<file path="src/rtl/core/lrupr_pkg.sv">
// ----------------------------------------------------------------------------
// lrupr_pkg: shared types and constants for the LRU page replacement block
// Capacity register defaults, hit counter limits and the sequencer states.
// ----------------------------------------------------------------------------
package lrupr_pkg;

    localparam int unsigned DEF_MAX_ENTRIES = 8;
    localparam int unsigned DEF_PAGE_BITS   = 16;

    localparam int unsigned CAP_W = 4;
    localparam int unsigned HIT_W = 16;

    localparam logic [CAP_W-1:0] CAP_RESET = 4'd8;
    localparam logic [HIT_W-1:0] HITS_MAX  = 16'hFFFF;

    typedef enum logic [2:0] {
        ST_IDLE,
        ST_SRCH_RD,
        ST_SRCH_CMP,
        ST_SHIFT_RD,
        ST_SHIFT_WR,
        ST_APPEND
    } t_state;

endpackage

</file>
<file path="src/rtl/core/lrupr_tag_ram.sv">
// ----------------------------------------------------------------------------
// lrupr_tag_ram: recency-ordered tag store
// One write port and one read port with registered read data.
// ----------------------------------------------------------------------------
module lrupr_tag_ram
    import lrupr_pkg::*;
#(
    parameter int unsigned DEPTH = DEF_MAX_ENTRIES,
    parameter int unsigned WIDTH = DEF_PAGE_BITS,
    parameter int unsigned AW    = (DEPTH > 1) ? $clog2(DEPTH) : 1
) (
    input  logic             i_clk,
    input  logic             i_we,
    input  logic [AW-1:0]    i_waddr,
    input  logic [WIDTH-1:0] i_wdata,
    input  logic [AW-1:0]    i_raddr,
    output logic [WIDTH-1:0] o_rdata
);

    logic [WIDTH-1:0] r_mem [DEPTH];
    logic [WIDTH-1:0] r_rdata;

    always_ff @(posedge i_clk) begin
        if (i_we) begin
            r_mem[i_waddr] <= i_wdata;
        end
    end

    always_ff @(posedge i_clk) begin
        r_rdata <= r_mem[i_raddr];
    end

    assign o_rdata = r_rdata;

endmodule

</file>
<file path="src/rtl/core/lru_page_replacement_top.sv">
// ----------------------------------------------------------------------------
// lru_page_replacement_top: fully associative page cache with LRU replacement
// Sequential tag search and recency shift over a single-port-pair tag RAM.
// ----------------------------------------------------------------------------
// Input: hold i_page and i_last_of_run with i_start high; the transaction is
//   taken at a rising edge where i_start is high and o_busy is low.
// Output: one result per transaction (o_hit, o_hit_count, o_run_done), shown
//   for exactly one cycle with o_valid high. The receiver cannot stall, so
//   capture the result in that cycle.
// Configuration: pulse i_cfg_we with i_cfg_wdata to set the capacity, only
//   while o_busy is low and no transaction is in flight.
// Sequence: tags are walked oldest first through one shared comparator, each
//   with a RAM read step and a compare step, plus an end-of-list step on a miss.
//   Compaction then reads and writes each moved tag and ends with a closing
//   read, and one append step follows. A miss on a full list of MAX_ENTRIES
//   tags is the worst case; o_valid rises as o_busy falls, so a new
//   transaction can be taken while o_valid is high.
// Reset: clear occupancy, the hit counter and the sequencer; capacity returns
//   to eight. Tag RAM contents are not cleared: only entries below occupancy
//   are ever used.
// ----------------------------------------------------------------------------
module lru_page_replacement_top
    import lrupr_pkg::*;
#(
    parameter int unsigned MAX_ENTRIES = DEF_MAX_ENTRIES,
    parameter int unsigned PAGE_BITS   = DEF_PAGE_BITS
) (
    input  logic                 i_clk,
    input  logic                 i_rst_n,
    input  logic                 i_start,
    output logic                 o_busy,
    input  logic [PAGE_BITS-1:0] i_page,
    input  logic                 i_last_of_run,
    input  logic                 i_cfg_we,
    input  logic [CAP_W-1:0]     i_cfg_wdata,
    output logic                 o_valid,
    output logic                 o_hit,
    output logic [HIT_W-1:0]     o_hit_count,
    output logic                 o_run_done
);

    // Address width and count width (count must hold MAX_ENTRIES itself).
    localparam int unsigned IDX_W = (MAX_ENTRIES > 1) ? $clog2(MAX_ENTRIES) : 1;
    localparam int unsigned CNT_W = $clog2(MAX_ENTRIES + 1);
    localparam int unsigned EXT_W = (CNT_W > CAP_W) ? CNT_W : CAP_W;

    // Control state
    t_state             r_state, n_state;
    logic [CAP_W-1:0]   r_cap;
    logic [CNT_W-1:0]   r_occ, n_occ;
    logic [HIT_W-1:0]   r_hits, n_hits;
    logic               r_valid, n_valid;

    // Working registers of the current transaction
    logic [PAGE_BITS-1:0] r_page, n_page;
    logic                 r_last, n_last;
    logic [CNT_W-1:0]     r_cap_eff, n_cap_eff;
    logic [CNT_W-1:0]     r_idx, n_idx;     // search pointer
    logic [CNT_W-1:0]     r_dst, n_dst;     // compaction destination
    logic [CNT_W-1:0]     r_off, n_off;     // compaction source offset
    logic [CNT_W-1:0]     r_end, n_end;     // append slot
    logic                 r_hit, n_hit;

    // Result registers
    logic             r_hit_out, n_hit_out;
    logic [HIT_W-1:0] r_count, n_count;
    logic             r_run_done, n_run_done;

    // Tag RAM port signals
    logic                 mem_we;
    logic [IDX_W-1:0]     mem_waddr;
    logic [PAGE_BITS-1:0] mem_wdata;
    logic [IDX_W-1:0]     mem_raddr;
    logic [PAGE_BITS-1:0] mem_rdata;

    logic             accept;
    logic             tag_eq;
    logic [CNT_W-1:0] src;
    logic [EXT_W-1:0] cap_ext;
    logic [CNT_W-1:0] cap_eff;

    assign o_busy = (r_state != ST_IDLE);
    assign accept = i_start && !o_busy;

    // The one comparator, shared by every search step.
    assign tag_eq = (mem_rdata == r_page);

    // Compaction source: tag that slides into the destination slot.
    assign src = r_dst + r_off;

    // Clamp capacity into 1..MAX_ENTRIES.
    assign cap_ext = EXT_W'(r_cap);
    always_comb begin
        if (r_cap == '0) begin
            cap_eff = CNT_W'(1);
        end else if (cap_ext > EXT_W'(MAX_ENTRIES)) begin
            cap_eff = CNT_W'(MAX_ENTRIES);
        end else begin
            cap_eff = CNT_W'(cap_ext);
        end
    end

    lrupr_tag_ram #(
        .DEPTH (MAX_ENTRIES),
        .WIDTH (PAGE_BITS),
        .AW    (IDX_W)
    ) u_tag_ram (
        .i_clk   (i_clk),
        .i_we    (mem_we),
        .i_waddr (mem_waddr),
        .i_wdata (mem_wdata),
        .i_raddr (mem_raddr),
        .o_rdata (mem_rdata)
    );

    // Next state
    always_comb begin
        n_state = r_state;
        case (r_state)
            ST_IDLE: begin
                if (accept) begin
                    n_state = ST_SRCH_RD;
                end
            end
            ST_SRCH_RD: begin
                n_state = (r_idx == r_occ) ? ST_SHIFT_RD : ST_SRCH_CMP;
            end
            ST_SRCH_CMP: begin
                n_state = tag_eq ? ST_SHIFT_RD : ST_SRCH_RD;
            end
            ST_SHIFT_RD: begin
                n_state = (r_dst == r_end) ? ST_APPEND : ST_SHIFT_WR;
            end
            ST_SHIFT_WR: begin
                n_state = ST_SHIFT_RD;
            end
            ST_APPEND: begin
                n_state = ST_IDLE;
            end
            default: begin
                n_state = ST_IDLE;
            end
        endcase
    end

    // Datapath and RAM control
    always_comb begin
        n_occ      = r_occ;
        n_hits     = r_hits;
        n_valid    = 1'b0;
        n_page     = r_page;
        n_last     = r_last;
        n_cap_eff  = r_cap_eff;
        n_idx      = r_idx;
        n_dst      = r_dst;
        n_off      = r_off;
        n_end      = r_end;
        n_hit      = r_hit;
        n_hit_out  = r_hit_out;
        n_count    = r_count;
        n_run_done = r_run_done;
        mem_we     = 1'b0;
        mem_waddr  = r_dst[IDX_W-1:0];
        mem_wdata  = mem_rdata;
        mem_raddr  = r_idx[IDX_W-1:0];
        case (r_state)
            ST_IDLE: begin
                // Capture the transaction and the capacity in force.
                if (accept) begin
                    n_page    = i_page;
                    n_last    = i_last_of_run;
                    n_cap_eff = cap_eff;
                    n_idx     = '0;
                    n_hit     = 1'b0;
                end
            end
            ST_SRCH_RD: begin
                // End of list reached: miss. At capacity, drop oldest tags to make room.
                if (r_idx == r_occ) begin
                    if (r_occ >= r_cap_eff) begin
                        n_dst = '0;
                        n_off = r_occ - r_cap_eff + CNT_W'(1);
                        n_end = r_cap_eff - CNT_W'(1);
                    end else begin
                        n_dst = r_occ;
                        n_off = '0;
                        n_end = r_occ;
                    end
                end
            end
            ST_SRCH_CMP: begin
                if (tag_eq) begin
                    // Hit: close the gap and move the tag to the newest end.
                    n_hit = 1'b1;
                    n_dst = r_idx;
                    n_off = CNT_W'(1);
                    n_end = r_occ - CNT_W'(1);
                end else begin
                    n_idx = r_idx + CNT_W'(1);
                end
            end
            ST_SHIFT_RD: begin
                mem_raddr = src[IDX_W-1:0];
            end
            ST_SHIFT_WR: begin
                mem_we = 1'b1;
                n_dst  = r_dst + CNT_W'(1);
            end
            ST_APPEND: begin
                mem_we    = 1'b1;
                mem_waddr = r_end[IDX_W-1:0];
                mem_wdata = r_page;
                n_occ     = r_end + CNT_W'(1);
                if (r_hit && (r_hits != HITS_MAX)) begin
                    n_hits = r_hits + HIT_W'(1);
                end
                n_valid    = 1'b1;
                n_hit_out  = r_hit;
                n_count    = n_hits;
                n_run_done = r_last;
                // End of run: drop all tags and the counter.
                if (r_last) begin
                    n_occ  = '0;
                    n_hits = '0;
                end
            end
            default: begin
                n_valid = 1'b0;
            end
        endcase
    end

    always_ff @(posedge i_clk) begin
        if (!i_rst_n) begin
            r_state <= ST_IDLE;
            r_cap   <= CAP_RESET;
            r_occ   <= '0;
            r_hits  <= '0;
            r_valid <= 1'b0;
        end else begin
            r_state <= n_state;
            r_occ   <= n_occ;
            r_hits  <= n_hits;
            r_valid <= n_valid;
            if (i_cfg_we) begin
                r_cap <= i_cfg_wdata;
            end
        end
    end

    always_ff @(posedge i_clk) begin
        r_page     <= n_page;
        r_last     <= n_last;
        r_cap_eff  <= n_cap_eff;
        r_idx      <= n_idx;
        r_dst      <= n_dst;
        r_off      <= n_off;
        r_end      <= n_end;
        r_hit      <= n_hit;
        r_hit_out  <= n_hit_out;
        r_count    <= n_count;
        r_run_done <= n_run_done;
    end

    assign o_valid     = r_valid;
    assign o_hit       = r_hit_out;
    assign o_hit_count = r_count;
    assign o_run_done  = r_run_done;

    // A result only ever follows the append step.
    a_valid_after_append: assert property (
        @(posedge i_clk) disable iff (!i_rst_n)
        o_valid |-> $past(r_state == ST_APPEND)
    ) else $error("result strobe without append step");

    // Occupancy never exceeds the tag store.
    a_occ_bound: assert property (
        @(posedge i_clk) disable iff (!i_rst_n)
        r_occ <= CNT_W'(MAX_ENTRIES)
    ) else $error("occupancy beyond tag store depth");

    // The end of a run leaves an empty cache and a cleared counter.
    a_run_clear: assert property (
        @(posedge i_clk) disable iff (!i_rst_n)
        (o_valid && o_run_done) |-> (r_occ == '0 && r_hits == '0)
    ) else $error("state not cleared after end of run");

    // An accepted transaction holds the block busy on the next cycle.
    a_busy_after_accept: assert property (
        @(posedge i_clk) disable iff (!i_rst_n)
        (i_start && !o_busy) |=> o_busy
    ) else $error("accepted transaction did not raise busy");

endmodule
</file>
<file path="config.mk">
export PLATFORM = sky130hd
export DESIGN_NAME = lru_page_replacement_top
export DESIGN_NICKNAME = d
export VERILOG_FILES = /design/src/rtl/core/lrupr_pkg.sv /design/src/rtl/core/lrupr_tag_ram.sv /design/src/rtl/core/lru_page_replacement_top.sv
export SDC_FILE = /design/constraint.sdc
export NUM_CORES = 1
export LEC_CHECK = 0
export BUFFER_PORTS_ARGS = -buffer_cell sky130_fd_sc_hd__buf_2
export CORE_UTILIZATION = 43
export DETAILED_ROUTE_END_ITERATION = 8
export PLACE_DENSITY = 0.62
export SKIP_LAST_GASP = 1
export SYNTH_ARGS = -nofsm -noshare
export SYNTH_HDL_FRONTEND = slang
export SYNTH_HIERARCHICAL = 1
export SYNTH_SLANG_ARGS = --single-unit
</file>
<file path="constraint.sdc">
create_clock -name i_clk -period 4.6 [get_ports i_clk]
set_input_delay 0 -clock i_clk [delete_from_list [all_inputs] [get_ports i_clk]]
set_output_delay 0 -clock i_clk [all_outputs]
set_load 0.05 [all_outputs]
</file>
# == After elaboration in Yosys (flattened, before gate mapping) ==
# Memories as Yosys holds them, arrays and structs flattened. A register that Yosys moved wholly into a read port is not among the register bits.
# Cells that the tools add are included.
# op_classes
muxes,34
eq_ne,13
addsub,9
magnitude_cmp,2
reduce_logical,16
# op_table
cell,n
$mux 16,3
$mux 4,10
$mux 3,6
$add 16x1->16 const B,1
$eq 16x16->1,1
$ne 16x16->1 const B,1
$pmux 4 s2,2
$pmux 3 s5,1
$add 4x1->4 const B,3
$pmux 4 s3,1
$reduce_and 3->1,4
$eq 4x4->1,2
$mux 1,8
$ne 2x2->1 const B,4
$sub 4x1->4 const B,2
$eq 3x2->1 const B,2
$eq 3x3->1 const B,2
$pmux 3 s2,1
$reduce_bool 3->1,2
$ge 4x4->1,1
$gt 4x4->1 const B,1
$logic_not 4->1,1
$reduce_bool 2->1,2
$reduce_or 2->1,2
10 further kinds,11
# word_totals
word_cells,92
inputBits,25
mem_count,1
regBits,83
ram_bits,128
out_inout_bits,20
# mem_list
name,depth,width,rd,rd_clocked_by_memory_dff,wr,line,text
u_tag_ram.r_mem,8,16,1,1,1,lrupr_tag_ram.sv:20,logic [WIDTH-1:0] r_mem [DEPTH];

# == Depth between registers and ports, before layout ==
# Gate-level depths: netlist of run 1.
# depth
word_depth,5
ltp_mapped,10
ltp_nobuf,7

# == By module ==
# The synthesis of run 1 kept the hierarchy.
# by_module_without_submodules
module,cells_each,area_per_inst_um2,instances,seq_area_each_um2
lrupr_tag_ram,214,5293.8,1,4164.0
lru_page_replacement_top,455,4449.3,1,2212.1

# == Worst setup path before layout of run 1 ==
# No wires, ideal clock.
# synth_path
path_kind,register to register
start,reg r_state[1]
end,mem u_tag_ram/r_mem[4][0] (netlist name) (enable)
arrival_ns,2.729
required_ns,4.191
path_buffers,3
setup_ns,0.409
setup_slack_ns,1.462
stages_incl_launch_ff,11
cell_sequence,dfxtp_1 -> clkbuf_1 -> nor2b_1 -> nand2_1 -> inv_1 -> clkbuf_1 -> clkbuf_1 -> nand2_1 -> nand2_1 -> nand2_1 -> nor3_1
# synth_between
elab_chain_cells,5
# synth_lines
item,line,text
from (decl),lru_page_replacement_top.sv:48,"t_state r_state, n_state;"
from (signal assigned),lru_page_replacement_top.sv:241,r_state <= n_state;
$eq 3x3->1,lru_page_replacement_top.sv:166,case (r_state)
$reduce_or 2->1 (no line) (*),-,
$mux 1 (*),lru_page_replacement_top.sv:166,
named net mem_we,lru_page_replacement_top.sv:70,logic mem_we;
$mux 1 (*),lrupr_tag_ram.sv:24,if (i_we) begin
$mux 1 (not written as such) (*),lrupr_tag_ram.sv:25,r_mem[i_waddr] <= i_wdata;
to (decl),lrupr_tag_ram.sv:20,
# The timed path passes the listed nets; every way through them passes the cells marked *.

# == Final worst setup path of run 1 ==
# layout_path
start,reg r_state[2]
end,mem u_tag_ram/r_mem[2][11] (netlist name) (enable)
# The elaborated chain is that of the path after synthesis.

==> run summary, run 1 <==
Status: finished, violations left
Violated checks: DRC
Root buffer cell: clkbuf_16
Grt ovf: 0
Fin. Hold Viols: 0
Static leakage: 4.13 nW
Async S/R FF share, synth: 0
Largest net degree at the start of global routing: 33
Net Switching: 1.09 mW
Max-Slew Margin vs Limit: 0.243
#FFs+latches synth: 227
Mean post-synth cell area: 14.6 µm²
Peak VDD IR: 0.312 mV
Clock power share: 0.419
Register area share after synthesis: 0.654
Clk buf depth: 3
Comb power frac: 0.087
Critical path class: reg -> reg
Drt pass-1 iters: 6
RSZ-0062 raised after global routing: no
DIE AREA: 0.0233 mm²
Crit-path max FO: 23
Sequential Power Share: 0.493
Critical Path Max Stage Delay: 0.54 ns
CP Data Arrival Time: 3.44 ns
Port Buf Inserts: 44
Most used DFF post-synth: edfxtp_1
Post-Syn Nets: 709
Synth area leaders: edfxtp_1 56%, dfxtp_1 9.0%, mux4_1 7.6%
Setup-failing EPs final: 0
Req. time, crit path: 4.82 ns
FF-to-FF Start: r_state[2]
Post-CTS setup buffer count: 0
CTS tree: built
Minimum clock period: 3.22 ns
# rows: 54
Max-cap violations: 0
Area leader, netlist: edfxtp_1
Clock Latency Late Sink: 0.53 ns
Gpl congestion: 0.829
Filler Cell Count: 1836
Area Growth Syn to Fin: 16.8%
Slew Viols, Final: 0
Ys Warns: 6
Critical-path top delay cell: inv_2
Final period util: 0.699
Worst path top cell family by delay: simple AND/OR/NAND/NOR gates
First-pass GRT wire length: 32500 µm
Int Pwr: 3.79 mW
Initial DRC count: 379
Tot GR Track Use: 0.179
Initial Utilization: 0.442
CP Launch Type: flip-flop
DRC Markers: 9
ANT cells: 0
Sw Ratio: 0.224
Clk pin slew, worst setup/hold paths: 0.06 ns
IO Count: 45
Die Width: 153 µm
Area of the mapped netlist: 0.00974 mm²
Share of cells above drive strength 1: 0.168
Post-CTS sizing: 0
Total CTS buffers: 25
Cell seen most often among critical-path stages: nand2_1
Power per Cell Area: 429 mW/mm²
Hold path start: i_page[10]
Fin nets: 784
Final ANT Viol Nets: 0
Worst Skew: 0.0143 ns
Power, Total: 4.88 mW
Sink Count: 227
Hold Buf Count CTS: 29
DR vias/cell: 5.48
WP buf/inv: 2
Core Footprint: 0.0220 mm²
Crit path cell chain: nor2b_1 -> nand2_1 -> inv_2 -> nand2_1 -> nand2_1 -> nand2b_1 -> nor2_1 -> buf_4
Hold WC Path Type: in -> reg
Setup TNS Final: 0 ns
Chip Height: 153 µm
Worst slew pin tran: 1.12 ns
Max Fclk: 0.311 GHz
CP Capture Type: flip-flop
Area fraction of the dominant cell type after synthesis: 0.564
DR vias: 5717
EDFF count, synth: 183
Synthesized instance count: 669
Post-Route WL: 20300 µm
DP HPWL: 12100 µm
H-tree levels: 1
Worst Setup SP: r_state[2]
Yosys cell types: 57
WL/cell: 19.5 µm
Number of global-route vias before repair: 5809
Initial antenna violation count: 0
cell usage in the layout, fill, tap and decap left out, drive strengths merged, types with 5 or more instances in the layout:
master         n
a21oi         14
a31oi          6
and3           5
and4           5
buf           55
clkbuf        33
clkinv         9
dfxtp         44
dlygate4sd3   29
edfxtp       183
ha            14
inv           14
mux2          20
mux4          32
nand2         89
nand2b         5
nand3         23
nand4          8
nor2          41
nor2b          5
nor3           7
nor4           5
o21ai         16
or3            7
xnor2         17
xor2          32
final cells by class:
type / count / area, µm² / share of cell area
repair buffers: 84 / 593 / 0.0521
clock buffers: 33 / 706 / 0.0620
well taps: 280 / 350 / 0.0308
multi-input cells: 393 / 3150 / 0.277
flip-flops and latches: 227 / 6380 / 0.560
inverters: 13 / 48.8 / 0.00429
clock inverters: 13 / 154 / 0.0135
power by group through the flow:
stage	combinational, mW	clock, mW	sequential (mW)
after floorplan	0.313	0	2.43
after global placement	0.390	0	2.45
after detailed placement	0.407	0	2.45
after CTS	0.431	2.09	2.41
after global routing	0.474	2.17	2.42
final	0.426	2.05	2.41
state kept, by name, summed over array words and instances (netlist names), 3 cells and up:
register,count
r_page,16
r_occ,4
o_hit_count,16
u_tag_ram/r_mem,128
r_off,3
r_idx,4
cap_ext,4
r_hits,16
u_tag_ram/o_rdata,16
r_cap_eff,4
r_end,4
r_dst,4
r_state,3
worst paths after layout:
kind / to / slack [ns] / depth (start not counted)
worst max-delay path: u_tag_ram/r_mem[2][11] / 1.38 / 8
worst min-delay path: r_page[10] / 0.17 / 2
worst max register to register: u_tag_ram/r_mem[2][11] / 1.38 / 8
worst min register to register: r_hits[1] / 0.51 / 2
kinds of logic after synthesis:
logic type | after synthesis | share of synthesized area
compound gates | 62 | 0.0442
xor+xnor | 49 | 0.0440
fa+ha+maj | 15 | 0.0200
buf+inv | 49 | 0.0239
flops | 227 | 0.654
mux | 56 | 0.112
simple gates | 211 | 0.101
metal layers:
layer,routed length (µm),vias up,track usage
li1,-,2692,-
met1,9060,2830,0.243
met2,9830,160,0.301
met3,985,35,0.0265
met4,461,0,0.0519
met5,0,-,0
Yosys cell counts (2+ instances only):
cell      number
and4_1         5
dfxtp_1       44
a21oi_1       14
mux4_2         4
and3_1         5
mux2_2        20
mux4_1        28
a41o_1         2
nor2b_1        5
mux2i_1        4
or3_1          7
nor4_1         5
o21ai_0       16
nor3_1         7
nand2b_1       5
o22ai_1        2
o211ai_1       2
and2_1         2
inv_1         13
buf_1          6
nand3_1       23
xor2_1        32
buf_2          6
clkbuf_1      16
edfxtp_1     183
clkbuf_2       3
nand4_1        7
ha_1          14
xnor2_1       17
nand2_1       89
a31oi_1        6
nor2_1        41
o41ai_1        2
buf_6          5
or4_1          4
a221o_1        4
metrics by stage:
step / worst slack [ns] / area, µm² / util / hold WS (ns) / std cells
final: 1.38 / 11400 / 0.516 / 0.175 / 1043
after global routing: 1.09 / 11400 / 0.516 / 0.163 / 1043
after CTS: 1.36 / 11400 / 0.516 / 0.161 / 1043
after detailed placement: 1.42 / 10200 / 0.464 / 0.179 / 968
after global placement: 1.57 / 10200 / 0.464 / 0.178 / 968
after floorplan: 1.46 / 9740 / - / 0.0989 / 669
Note: power is estimated with default switching activity, not from simulation.
==> run 2: changes to the inputs <==
Settings changed: ABC_AREA from default to 1, PLACE_DENSITY 0.62 to 0.64.
Clock period 4.6 ns to 2.7 ns, I/O delays scaled along.
==> run summary, run 2 <==
Status: completed
DIE AREA: 0.0253 mm²
Setup TNS Final: 0 ns
DR vias: 7484
Fin. Hold Viols: 0
Register area share after synthesis: 0.602
Total CTS buffers: 25
IO Count: 45
Gpl congestion: 0.862
Root buffer cell: clkbuf_16
Crit-path max FO: 16
ANT cells: 0
Most frequent cells in the layout: 380 x nand2_1, 185 x inv_1, 183 x edfxtp_1
Area fraction of the dominant cell type after synthesis: 0.519
Static leakage: 5.30 nW
DP HPWL: 14200 µm
Area leader, netlist: edfxtp_1
Area Growth Syn to Fin: 16.6%
Placement Setup Slack: 0.591 ns
Core Footprint: 0.0242 mm²
H-tree levels: 1
RSZ-0062 raised after global routing: no
Sink Count: 227
Final Core Density: 0.509
Critical path class: reg -> reg
Initial antenna violation count: 0
Post-Route WL: 22600 µm
WL met3: 999 µm
Initial DRC count: 524
Die Width: 159 µm
Synth area leaders: edfxtp_1 52%, nand2_1 13%, dfxtp_1 8.3%
Slew Viols, Final: 0
Fin nets: 1267
Clock Latency Late Sink: 0.51 ns
Met2 routed WL: 10500 µm
Minimum clock period: 2.10 ns
Most common cell after layout, fill and taps aside: nand2_1
Setup-failing EPs final: 0
Yosys cell types: 39
Post-Syn Nets: 1173
Setup ws final: 0.597 ns
Most used DFF post-synth: edfxtp_1
Peak VDD IR: 0.364 mV
Hold WC Path Type: in -> reg
Number of global-route vias before repair: 7145
Filler Cell Count: 2218
Chip Height: 159 µm
Tot GR Track Use: 0.183
CP Data Arrival Time: 2.55 ns
Max Fclk: 0.476 GHz
Max-cap violations: 0
Most common cell in the synthesized netlist: nand2_1
Worst Skew: 0.0113 ns
#FFs+latches synth: 227
Largest net degree at the start of global routing: 65
Max FFs per register: 128
Clk pin slew, worst setup/hold paths: 0.06 ns
DR vias/cell: 4.77
Grt ovf: 0
Power, Total: 8.41 mW
Max-Slew Margin vs Limit: 0.391
Synthesized instance count: 1133
Ys Warns: 6
Share of cells above drive strength 1: 0.120
Biggest register: u_tag_ram/r_mem
Req. time, crit path: 3.15 ns
# rows: 57
Area of the mapped netlist: 0.0106 mm²
WL/cell: 14.4 µm
M1 WL: 10600 µm
Area of the multi-input gates: 0.00328 mm²
Initial Utilization: 0.437
Top layer in use: met4
Drt pass-1 iters: 5
Port Buf Inserts: 44
First-pass GRT wire length: 36900 µm
Storage element area: 0.00638 mm²
Clk buf depth: 3
CP Capture Type: flip-flop
Commonest cells post-synth: 380 x nand2_1, 185 x inv_1, 183 x edfxtp_1
EDFF count, synth: 183
CP Launch Type: flip-flop
Async S/R FF share, synth: 0
Final ANT Viol Nets: 0
Post-CTS sizing: 0
DRC Markers: 0
Mean post-synth cell area: 9.35 µm²
Worst slew pin tran: 0.912 ns
CTS tree: built
Power per Cell Area: 681 mW/mm²
Final period util: 0.779
-- run 2: area by class of cell --
class	count	area share
clock buffers	32	0.0552
multi-input cells	680	0.266
well taps	324	0.0328
inverters	190	0.0579
flip-flops and latches	227	0.516
repair buffers	103	0.0630
clock inverters	13	0.00912
-- run 2: final timing paths --
check / from / endpoint / slack (ns) / depth (start not counted)
max: r_dst[0] / u_tag_ram/o_rdata[6] / 0.60 / 9
min: i_page[10] / r_page[10] / 0.20 / 2
max reg2reg: r_dst[0] / u_tag_ram/o_rdata[6] / 0.60 / 9
min reg2reg: r_hits[15] / r_hits[15] / 0.51 / 2
-- run 2: power by group --
group / internal [mW] / leakage, nW / switching, mW / total, mW
clock: 1.96 / 0.394 / 1.31 / 3.27
combinational: 0.339 / 2.87 / 0.650 / 0.990
sequential: 4.04 / 2.04 / 0.107 / 4.15
total: 6.34 / 5.30 / 2.06 / 8.41
-- run 2: stage by stage --
step                      hold WS (ns)  area, µm²  instances
final                            0.201      12400       1569
after detailed placement         0.179      11200       1493
after global placement           0.178      11200       1493
after CTS                        0.182      12400       1569
after global routing             0.192      12400       1569
after floorplan                 0.0842      10600       1133
-- run 2: cell families (layout without fill, tap and decap cells) --
group	Yosys count	count (layout)	share of synthesized area
AO/OA/AOI/OAI	63	63	0.0341
XOR/XNOR	37	37	0.0306
adder cells (fa/ha/maj)	15	15	0.0184
buffers and inverters	226	338	0.0905
flip-flops	227	227	0.602
AND/OR/NAND/NOR	565	565	0.225
-- run 2: repair_timing --
| action | CTS | global route |
|---|---|---|
| hold buffers | 31 | 0 |
| setup buffers | 0 | 0 |
| setup endpoints to repair | 0 | 0 |
| hold endpoints to repair | 22 | 0 |
-- run 2: worst max-delay path: stages, from the launching register on --
cell and delay, ns:
edfxtp_1 0.47, ha_1 0.25, fa_1 0.37, xnor2_1 0.21, xor2_1 0.17, o21ai_1 0.09
inv_1 0.05, buf_4 0.26, nand2_1 0.09, nand2_1 0.07
-- run 2: layer usage --
layer | up-vias | track usage
li1 | 3789 | -
met3 | 35 | 0.0260
met5 | - | 0
met4 | 0 | 0.0507
met2 | 151 | 0.300
met1 | 3509 | 0.255
